==> src/hw/rtl/hrbe_pkg.sv <==
// Shared types and constants of the hybrid RLE / bit-packing encoder.
// Used by the top level, the byte packer and the checker.
package hrbe_pkg;

   localparam int BUF_DEPTH = 64;
   localparam int IDX_W     = 6;
   localparam int CNT_W     = 7;
   localparam int VAL_W     = 32;
   localparam int WID_W     = 6;
   localparam int LEN_W     = 6;
   localparam int RUN_MIN   = 8;
   localparam int ACC_W     = 96;
   localparam int NB_W      = 7;
   localparam int WORD_W    = 64;

   typedef enum logic [1:0] {
      JOB_NONE,
      JOB_BP,
      JOB_RLE
   } job_kind_type;

   // One segment to be written out.
   typedef struct packed {
      job_kind_type     kind;
      logic [CNT_W-1:0] count;
      logic [VAL_W-1:0] value;
   } job_type;

   typedef enum logic [2:0] {
      ST_IDLE,
      ST_HDR,
      ST_RLE_VAL,
      ST_BP_RD,
      ST_BP_APPEND,
      ST_NEXT,
      ST_TAIL
   } state_type;

   // Request from the sequencer to the byte packer.
   typedef struct packed {
      logic             append;
      logic [VAL_W-1:0] data;
      logic [LEN_W-1:0] len;
      logic             finish;
      logic             eos;
   } pk_req_type;

   // Status from the byte packer.
   typedef struct packed {
      logic room;
      logic fin_done;
   } pk_stat_type;

endpackage

==> src/hw/rtl/hybrid_rle_bitpack_encoder_top.sv <==
// Top level of the hybrid RLE / bit-packing encoder: value buffer memory,
// run tracking and the segment sequencer. Depends on hrbe_pkg and hrbe_packer.
//
//   channel | direction | handshake          | payload
//   req     | in        | req_valid/ready    | value, final_value
//   rsp     | out       | rsp_valid/ready    | out_bytes, byte_count, flags
//   csr     | in        | csr_wr_en          | value_bit_width
//
// An item that emits nothing passes through accept and tail. Each segment
// adds a header and a hand-over state, an RLE segment a state for its value,
// and a bit-packed segment a read and an append state per value slot (groups*8).
// An append waits while more than one word sits in the accumulator.
// Reset clears the control state; the buffer memory needs no clearing pass.
// A stalled result channel holds the sequencer once the accumulator is full.
module hybrid_rle_bitpack_encoder_top import hrbe_pkg::*; (
   input  logic              clock,
   input  logic              reset,
   input  logic              req_valid,
   output logic              req_ready,
   input  logic [VAL_W-1:0]  req_value,
   input  logic              req_final_value,
   output logic              rsp_valid,
   input  logic              rsp_ready,
   output logic [WORD_W-1:0] rsp_out_bytes,
   output logic [3:0]        rsp_byte_count,
   output logic              rsp_last_of_item,
   output logic              rsp_end_of_stream,
   input  logic              csr_wr_en,
   input  logic [WID_W-1:0]  csr_wr_data
);

   state_type        state_ff, state_in;
   logic [CNT_W-1:0] fill_ff, run_length_ff, idx_ff, idx_in;
   logic [VAL_W-1:0] run_value_ff, rd_data_ff;
   logic [WID_W-1:0] width_cfg_ff;
   job_type          job0_ff, job0_in, job1_ff, job1_in;
   logic             fin_ff, fin_in;
   logic [VAL_W-1:0] buf_mem [BUF_DEPTH];

   logic             accept;
   logic [WID_W-1:0] w;
   logic [VAL_W-1:0] v_m;
   logic [CNT_W-1:0] dec_fill, dec_rl;
   logic [VAL_W-1:0] dec_rv;
   job_type          dec_j0, dec_j1;
   logic [IDX_W-1:0] wr_addr;
   logic             rd_en;
   logic [3:0]       groups;
   logic [CNT_W-1:0] bp_total;
   logic [7:0]       hdr;
   logic [VAL_W-1:0] hdr_data;
   logic [LEN_W-1:0] hdr_len;
   logic [LEN_W-1:0] rle_len;
   pk_req_type       pk_req;
   pk_stat_type      pk_stat;

   assign accept    = req_valid && req_ready;
   assign req_ready = (state_ff == ST_IDLE);

   // Effective width and masked input value.
   always_comb begin
      w   = (width_cfg_ff > WID_W'(VAL_W)) ? WID_W'(VAL_W) : width_cfg_ff;
      v_m = req_value & VAL_W'((33'd1 << w) - 33'd1);
   end

   // Run tracking: new state and up to two segments for the item.
   always_comb begin
      job_type          jb;
      logic [CNT_W-1:0] f;
      logic [CNT_W-1:0] rl;
      logic [VAL_W-1:0] rv;
      f       = fill_ff;
      rl      = run_length_ff;
      rv      = run_value_ff;
      dec_j0  = '{kind: JOB_NONE, count: '0, value: '0};
      dec_j1  = '{kind: JOB_NONE, count: '0, value: '0};
      jb      = '{kind: JOB_NONE, count: '0, value: '0};
      wr_addr = fill_ff[IDX_W-1:0];
      if (fill_ff == '0) begin
         rv      = v_m;
         rl      = CNT_W'(1);
         wr_addr = '0;
         f       = CNT_W'(1);
      end else if (v_m == run_value_ff) begin
         rl      = rl + CNT_W'(1);
         wr_addr = f[IDX_W-1:0];
         f       = f + CNT_W'(1);
         if (rl >= CNT_W'(RUN_MIN) && f > rl) begin
            dec_j0 = '{kind: JOB_BP, count: f - rl, value: '0};
            f      = rl;
         end
         // A full buffer leaves as a run only when the run is long enough.
         if (f >= CNT_W'(BUF_DEPTH)) begin
            if (rl >= CNT_W'(RUN_MIN)) begin
               jb = '{kind: JOB_RLE, count: rl, value: rv};
            end else begin
               jb = '{kind: JOB_BP, count: f, value: '0};
            end
            f  = '0;
            rl = '0;
         end
      end else begin
         if (rl >= CNT_W'(RUN_MIN)) begin
            dec_j0 = '{kind: JOB_RLE, count: rl, value: rv};
            f      = '0;
         end
         rv      = v_m;
         rl      = CNT_W'(1);
         wr_addr = f[IDX_W-1:0];
         f       = f + CNT_W'(1);
         if (f >= CNT_W'(BUF_DEPTH)) begin
            jb = '{kind: JOB_BP, count: f, value: '0};
            f  = '0;
            rl = '0;
         end
      end
      if (req_final_value && f != '0) begin
         if (rl >= CNT_W'(RUN_MIN)) begin
            jb = '{kind: JOB_RLE, count: rl, value: rv};
         end else begin
            jb = '{kind: JOB_BP, count: f, value: '0};
         end
         f  = '0;
         rl = '0;
      end
      // The second segment goes into the first free slot.
      if (dec_j0.kind == JOB_NONE) begin
         dec_j0 = jb;
      end else begin
         dec_j1 = jb;
      end
      dec_fill = f;
      dec_rl   = rl;
      dec_rv   = rv;
   end

   // Segment header and length helpers.
   always_comb begin
      groups   = 4'((job0_ff.count + CNT_W'(7)) >> 3);
      bp_total = {groups, 3'b000};
      if (job0_ff.kind == JOB_RLE) begin
         hdr = {job0_ff.count, 1'b0};
      end else begin
         hdr = {3'b000, groups, 1'b1};
      end
      if (hdr[7]) begin
         hdr_data = {23'd0, hdr[7], 1'b1, hdr[6:0]};
         hdr_len  = LEN_W'(16);
      end else begin
         hdr_data = {24'd0, hdr};
         hdr_len  = LEN_W'(8);
      end
      rle_len = {3'b000, 3'((w + WID_W'(7)) >> 3)} << 3;
   end

   // Sequencer next state and packer requests.
   always_comb begin
      state_in = state_ff;
      idx_in   = idx_ff;
      job0_in  = job0_ff;
      job1_in  = job1_ff;
      fin_in   = fin_ff;
      rd_en    = 1'b0;
      pk_req   = '0;
      unique case (state_ff)
         ST_IDLE: begin
            if (accept) begin
               job0_in  = dec_j0;
               job1_in  = dec_j1;
               fin_in   = req_final_value;
               state_in = (dec_j0.kind != JOB_NONE) ? ST_HDR : ST_TAIL;
            end
         end
         ST_HDR: begin
            pk_req.append = 1'b1;
            pk_req.data   = hdr_data;
            pk_req.len    = hdr_len;
            if (pk_stat.room) begin
               idx_in   = '0;
               state_in = (job0_ff.kind == JOB_RLE) ? ST_RLE_VAL : ST_BP_RD;
            end
         end
         ST_RLE_VAL: begin
            pk_req.append = 1'b1;
            pk_req.data   = job0_ff.value;
            pk_req.len    = rle_len;
            if (pk_stat.room) begin
               state_in = ST_NEXT;
            end
         end
         ST_BP_RD: begin
            rd_en    = (idx_ff < job0_ff.count);
            state_in = ST_BP_APPEND;
         end
         ST_BP_APPEND: begin
            pk_req.append = 1'b1;
            pk_req.data   = (idx_ff < job0_ff.count) ? rd_data_ff : '0;
            pk_req.len    = LEN_W'(w);
            if (pk_stat.room) begin
               idx_in   = idx_ff + CNT_W'(1);
               state_in = (idx_ff == bp_total - CNT_W'(1)) ? ST_NEXT : ST_BP_RD;
            end
         end
         ST_NEXT: begin
            job0_in  = job1_ff;
            job1_in  = '{kind: JOB_NONE, count: '0, value: '0};
            state_in = (job1_ff.kind != JOB_NONE) ? ST_HDR : ST_TAIL;
         end
         ST_TAIL: begin
            pk_req.finish = 1'b1;
            pk_req.eos    = fin_ff;
            if (pk_stat.fin_done) begin
               state_in = ST_IDLE;
            end
         end
         default: begin
            state_in = ST_IDLE;
         end
      endcase
   end

   // Control and run state registers.
   always_ff @(posedge clock) begin
      if (reset) begin
         state_ff      <= ST_IDLE;
         fill_ff       <= '0;
         run_length_ff <= '0;
         run_value_ff  <= '0;
         width_cfg_ff  <= WID_W'(1);
         fin_ff        <= 1'b0;
         idx_ff        <= '0;
         job0_ff       <= '{kind: JOB_NONE, count: '0, value: '0};
         job1_ff       <= '{kind: JOB_NONE, count: '0, value: '0};
      end else begin
         state_ff <= state_in;
         fin_ff   <= fin_in;
         idx_ff   <= idx_in;
         job0_ff  <= job0_in;
         job1_ff  <= job1_in;
         if (accept) begin
            fill_ff       <= dec_fill;
            run_length_ff <= dec_rl;
            run_value_ff  <= dec_rv;
         end
         if (csr_wr_en) begin
            width_cfg_ff <= csr_wr_data;
         end
      end
   end

   // Value buffer: one write port at the fill position, one registered read.
   always_ff @(posedge clock) begin
      if (accept) begin
         buf_mem[wr_addr] <= v_m;
      end
      if (rd_en) begin
         rd_data_ff <= buf_mem[idx_ff[IDX_W-1:0]];
      end
   end

   hrbe_packer u_packer (
      .clock             (clock),
      .reset             (reset),
      .pk_req            (pk_req),
      .pk_stat           (pk_stat),
      .rsp_valid         (rsp_valid),
      .rsp_ready         (rsp_ready),
      .rsp_out_bytes     (rsp_out_bytes),
      .rsp_byte_count    (rsp_byte_count),
      .rsp_last_of_item  (rsp_last_of_item),
      .rsp_end_of_stream (rsp_end_of_stream)
   );

endmodule

==> src/hw/rtl/hrbe_packer.sv <==
// Bit accumulator and output word register of the encoder.
// Depends on hrbe_pkg.
module hrbe_packer import hrbe_pkg::*; (
   input  logic              clock,
   input  logic              reset,
   input  pk_req_type        pk_req,
   output pk_stat_type       pk_stat,
   output logic              rsp_valid,
   input  logic              rsp_ready,
   output logic [WORD_W-1:0] rsp_out_bytes,
   output logic [3:0]        rsp_byte_count,
   output logic              rsp_last_of_item,
   output logic              rsp_end_of_stream
);

   logic [ACC_W-1:0]  acc_ff, acc_in;
   logic [NB_W-1:0]   nbits_ff, nbits_in;
   logic              valid_ff, valid_in;
   logic [WORD_W-1:0] bytes_ff, bytes_in;
   logic [3:0]        count_ff, count_in;
   logic              last_ff, last_in;
   logic              eos_ff, eos_in;
   logic              out_free;
   logic              room;
   logic              fin_done;

   // Bits are appended at the top of the accumulator; full words leave once
   // more than one word is held, so the last word of an item is known.
   always_comb begin
      out_free = !valid_ff || rsp_ready;
      room     = (nbits_ff <= NB_W'(WORD_W));
      acc_in   = acc_ff;
      nbits_in = nbits_ff;
      valid_in = valid_ff && !rsp_ready;
      bytes_in = bytes_ff;
      count_in = count_ff;
      last_in  = last_ff;
      eos_in   = eos_ff;
      fin_done = 1'b0;
      if (!room) begin
         if (out_free) begin
            valid_in = 1'b1;
            bytes_in = acc_ff[WORD_W-1:0];
            count_in = 4'd8;
            last_in  = 1'b0;
            eos_in   = 1'b0;
            acc_in   = acc_ff >> WORD_W;
            nbits_in = nbits_ff - NB_W'(WORD_W);
         end
      end else if (pk_req.append) begin
         acc_in   = acc_ff | ({(ACC_W-VAL_W)'(0), pk_req.data} << nbits_ff);
         nbits_in = nbits_ff + NB_W'(pk_req.len);
      end else if (pk_req.finish && out_free) begin
         fin_done = 1'b1;
         if (nbits_ff != '0) begin
            valid_in = 1'b1;
            bytes_in = acc_ff[WORD_W-1:0];
            count_in = nbits_ff[6:3];
            last_in  = 1'b1;
            eos_in   = pk_req.eos;
         end
         acc_in   = '0;
         nbits_in = '0;
      end
   end

   always_ff @(posedge clock) begin
      if (reset) begin
         acc_ff   <= '0;
         nbits_ff <= '0;
         valid_ff <= 1'b0;
      end else begin
         acc_ff   <= acc_in;
         nbits_ff <= nbits_in;
         valid_ff <= valid_in;
      end
      bytes_ff <= bytes_in;
      count_ff <= count_in;
      last_ff  <= last_in;
      eos_ff   <= eos_in;
   end

   assign pk_stat.room      = room;
   assign pk_stat.fin_done  = fin_done;
   assign rsp_valid         = valid_ff;
   assign rsp_out_bytes     = bytes_ff;
   assign rsp_byte_count    = count_ff;
   assign rsp_last_of_item  = last_ff;
   assign rsp_end_of_stream = eos_ff;

endmodule

==> config.mk <==
export PLATFORM = sky130hd
export DESIGN_NAME = hybrid_rle_bitpack_encoder_top
export DESIGN_NICKNAME = d
export VERILOG_FILES = /design/src/hw/rtl/hrbe_pkg.sv /design/src/hw/rtl/hybrid_rle_bitpack_encoder_top.sv /design/src/hw/rtl/hrbe_packer.sv
export SDC_FILE = /design/constraint.sdc
export NUM_CORES = 2
export LEC_CHECK = 0
export BUFFER_PORTS_ARGS = -buffer_cell sky130_fd_sc_hd__buf_4
export CORE_ASPECT_RATIO = 0.6
export CORE_UTILIZATION = 53
export DETAILED_ROUTE_END_ITERATION = 10
export PLACE_DENSITY_LB_ADDON = 0.05
export RECOVER_POWER = 25
export SLEW_MARGIN = 20
export SYNTH_ARGS = -nofsm -noshare
export SYNTH_HDL_FRONTEND = slang
export SYNTH_SLANG_ARGS = --single-unit
==> constraint.sdc <==
create_clock -name clock -period 22.3 [get_ports clock]
set_clock_uncertainty 0.05 [all_clocks]
set_input_delay 2.23 -clock clock [delete_from_list [all_inputs] [get_ports clock]]
set_output_delay 2.23 -clock clock [all_outputs]
set_load 0.01 [all_outputs]
==> flow_summary_export.csv <==
group,metric,value,unit
status,outcome,"finished with violations",
status,violations,"max-capacitance violations, max-slew violations",
critical_path,r2r_cells,14,
critical_path,critPathMaxFanout,68,
clock_network,clock_sinks,2399,
power,p_per_area,97.50,nW/um2
logic_synthesis,synth_common_cells,"2150 x edfxtp_1, 671 x mux4_2, 281 x nor2_1",
sta,setup_ws,11.49,ns
route,drtIter0Drc,8317,
sta,period_share,48.46,%
power,p_leak,0.03394,uW
critical_path,arrival,11.22,ns
min_path,min_to,"u_packer.rsp_out_bytes[60]$_DFFE_PP_",
grt,grt_overflow,0,
critical_path,reg2reg_slack,11.49,ns
grt,antenna_found_initial,36,
logic_synthesis,synth-warning-count,0,
critical_path,path_delay_family,"simple AND/OR/NAND/NOR gates",
placement,dp_hpwl,184100,um
placement,numPortBuffers,115,
floorplan,die_h,335.8,um
clock_network,root_buffer,"clkbuf_16",
grt,grt_max_degree,97,
floorplan,die-area,187500,um2
critical_path,critPathCaptureType,"flop",
placement,dp_worst_setup_slack,13.81,ns
final_layout,areaGrowthSynthToFinish,11.81,%
sta,layout_min_cycle_time,10.81,ns
critical_path,r2r_start,"width_cfg_ff[2]$_SDFFE_PP0P_",
clock_network,cts_htree_levels,4,
critical_path,crit_buf_inv,2,
logic_synthesis,synth_edf_count,2150,
critical_path,slowest_stage,"clkbuf_1",
sta,rsz0062_at_grt,"false",
sta,maxSlewViolCount,1371,
placement,place_congestion,0.9774,
logic_synthesis,synth.top_cell.area_share,65.59,%
floorplan,num_rows,122,
final_layout,nFillCells,13590,
sta,hold-worst-slack,0.3755,ns
critical_path,r2r_end,"buf_mem[29][0]$_DFFE_PP_",
clock_network,clk_path_buf_depth,4,
logic_synthesis,synth_cell_type_count,104,
route,wirelength,288500,um
route,vias,55300,
floorplan,io_pins,116,
clock_network,cts_buffers,217,
power,ir_worst_vdd,0.00007252,V
logic_synthesis,avgSynthCellArea,18.12,um2
logic_synthesis,yosys-top-cells-area,"edfxtp_1 66%, mux4_2 15%, dfxtp_1 5.1%",
grt,first_global_vias,51310,
sta,max_freq,0.09253,GHz
flow_run,cap_violations,22,
floorplan,die_x,558.3,um
route,first_pass_iters,6,
logic_synthesis,ys_seq_area_share,70.66,%
sta,slew_headroom,-181.1,%
grt,top_usage_layer,"met1",
clock_network,cts_setup_buffers,0,
route,routedWlPerCell,34.99,um
final_layout,nets,5655,
clock_network,clk_latency,0.87,ns
sta,hold_viol_final,0,
floorplan,initial_core_util,53.38,%
min_path,hp-class,"reg -> reg",
grt,grt_pass1_wl,404300,um
critical_path,path_cells,"clkbuf_1 -> nor2_1 -> nand2_1 -> ha_1 -> nor2b_4 -> clkbuf_1 -> xor2_1 -> nor4_2 -> o2111ai_1 -> nor4_2 -> nand4b_2 -> o21ai_2 -> nand4b_1 -> nor2_4",
critical_path,worst-setup-path-type,"reg -> reg",
grt,grtUsageMet2,38.19,%
logic_synthesis,syn-cell-area,98430,um2
clock_network,tritoncts,"yes",
logic_synthesis,async_flop_share,0,%
grt,gr-usage-all-layers,30.88,%
grt,grt_use_met1,50.85,%
logic_synthesis,yosys.area.top_type,"edfxtp_1",
final_layout,layout-drive-gt1-share,25.03,%
sta,worst_slew_pin_slew,4.217,ns
logic_synthesis,synth_seq_cells,2399,
grt,grtUsageMet3,12.87,%
floorplan,core_area,184400,um2
critical_path,required,22.71,ns
sta,tns,0,ns
logic_synthesis,netlist_instances,5431,
route,vias_per_cell,6.708,
route,ant_nets,0,
logic_synthesis,yosysMostFrequentCell,"edfxtp_1",
min_path,hp-start,"u_packer.acc_ff[60]$_SDFFE_PP0N_",
logic_synthesis,synth_fp_nets,5504,
route,drcViolationCount,0,
critical_path,crit_path_max_incr_delay,2.64,ns
clock_network,cts_resized,0,
logic_synthesis,synth_top_flop_cell,"edfxtp_1",
critical_path,startpoint_type,"flop",
sta,setup_viol,0,
final_layout,fin_util,59.68,%
min_path,hold_path_depth,0,
clock_network,hold_buffers,0,
clock_network,cts.clk_slew.worst_paths,0.06,ns
==> how the worst max path moves through the flow <==
stage / from / end / slack, ns / cells after the start
2_1_floorplan: req_value[1] / buf_mem[10][0]$_DFFE_PP_ / 14.39 / 11
3_3_place_gp: req_value[2] / buf_mem[18][2]$_DFFE_PP_ / 13.86 / 12
3_5_place_dp: req_value[1] / buf_mem[24][11]$_DFFE_PP_ / 13.81 / 11
4_1_cts: width_cfg_ff[1]$_SDFFE_PP0P_ / buf_mem[24][4]$_DFFE_PP_ / 14.11 / 13
5_1_grt: width_cfg_ff[2]$_SDFFE_PP0P_ / buf_mem[29][22]$_DFFE_PP_ / 11.14 / 14
6_report: width_cfg_ff[2]$_SDFFE_PP0P_ / buf_mem[29][0]$_DFFE_PP_ / 11.49 / 14
==> worst register-to-register path: stages, from the launching register on <==
cell,delay [ns]
dfxtp_1,0.32
clkbuf_1,1.25
nor2_1,0.37
nand2_1,0.19
ha_1,0.28
nor2b_4,0.11
clkbuf_1,2.64
xor2_1,0.27
nor4_2,0.38
o2111ai_1,0.27
nor4_2,0.63
nand4b_2,0.47
o21ai_2,1.00
nand4b_1,1.00
nor2_4,1.16
==> area by class of cell <==
type	instances	area (um2)	share of cell area, %
flip-flops and latches	2399	69570	63.21
inverters	83	325.3	0.2956
multi-input cells	2586	27690	25.16
clock buffers	271	5757	5.231
clock inverters	122	1099	0.9982
well taps	2480	3103	2.820
diodes	8	20.02	0.01819
repair buffers	295	2494	2.266
==> metal layers <==
layer / vias up / wire length [um] / share of wire, %
li1: 22690 / - / -
met1: 29180 / 128600 / 45
met2: 3128 / 112000 / 39
met3: 295 / 43730 / 15
met4: 18 / 3985 / 1.4
met5: - / 130 / 0.045
==> where the power goes <==
group | leakage [uW] | switching [uW] | internal, uW | total (uW)
Combinational | 0.00902 | 1200 | 680 | 1880
Sequential | 0.0215 | 119 | 5030 | 5150
Clock | 0.00338 | 1650 | 2050 | 3700
==> state kept, by name (all words and copies together) (netlist names), 7 cells and up <==
name                    flops
job0_ff                    41
u_packer.acc_ff            96
run_value_ff               32
fill_ff                     7
u_packer.rsp_out_bytes     64
buf_mem                  2048
u_packer.nbits_ff           7
run_length_ff               7
rd_data_ff                 32
idx_ff                      7
job1_ff                    41
==> logic make-up after synthesis <==
| logic type | count (synthesis) | synth area share (%) |
|---|---|---|
| AND/OR/NAND/NOR | 896 | 4.485 |
| buffers and inverters | 446 | 1.815 |
| XOR/XNOR | 48 | 0.4271 |
| multiplexers | 779 | 16.51 |
| AO/OA/AOI/OAI | 833 | 5.710 |
| flip-flops | 2399 | 70.66 |
| adder cells (fa/ha/maj) | 30 | 0.3941 |
==> cells in the final DEF, fill, tap and decap left out, types with 45 or more instances in the layout <==
cell          n
mux2_2       45
edfxtp_1   2150
nor2_4       66
mux2i_1      62
o22ai_1      59
o211ai_1     46
a21oi_1     200
clkinv_2     53
nand2_1     206
dfxtp_1     243
buf_4       235
mux4_2      671
clkinv_1     50
o21ai_0     147
nor3_1       72
clkbuf_1     71
nand3_1      60
clkbuf_16   220
a22oi_1      75
nor2_1      214
and3_1       45
inv_1        54
==> per-stage QoR <==
stage / total power, uW / area (um2) / cells
after global routing: 11040 / 110000 / 8236
final: 10730 / 110100 / 8244
after CTS: 10720 / 109600 / 8210
after global placement: 7063 / 102800 / 7817
after detailed placement: 7072 / 102800 / 7817
after floorplan: 6332 / 98430 / 5431
No activity file was read; power rests on OpenSTA's default activity.
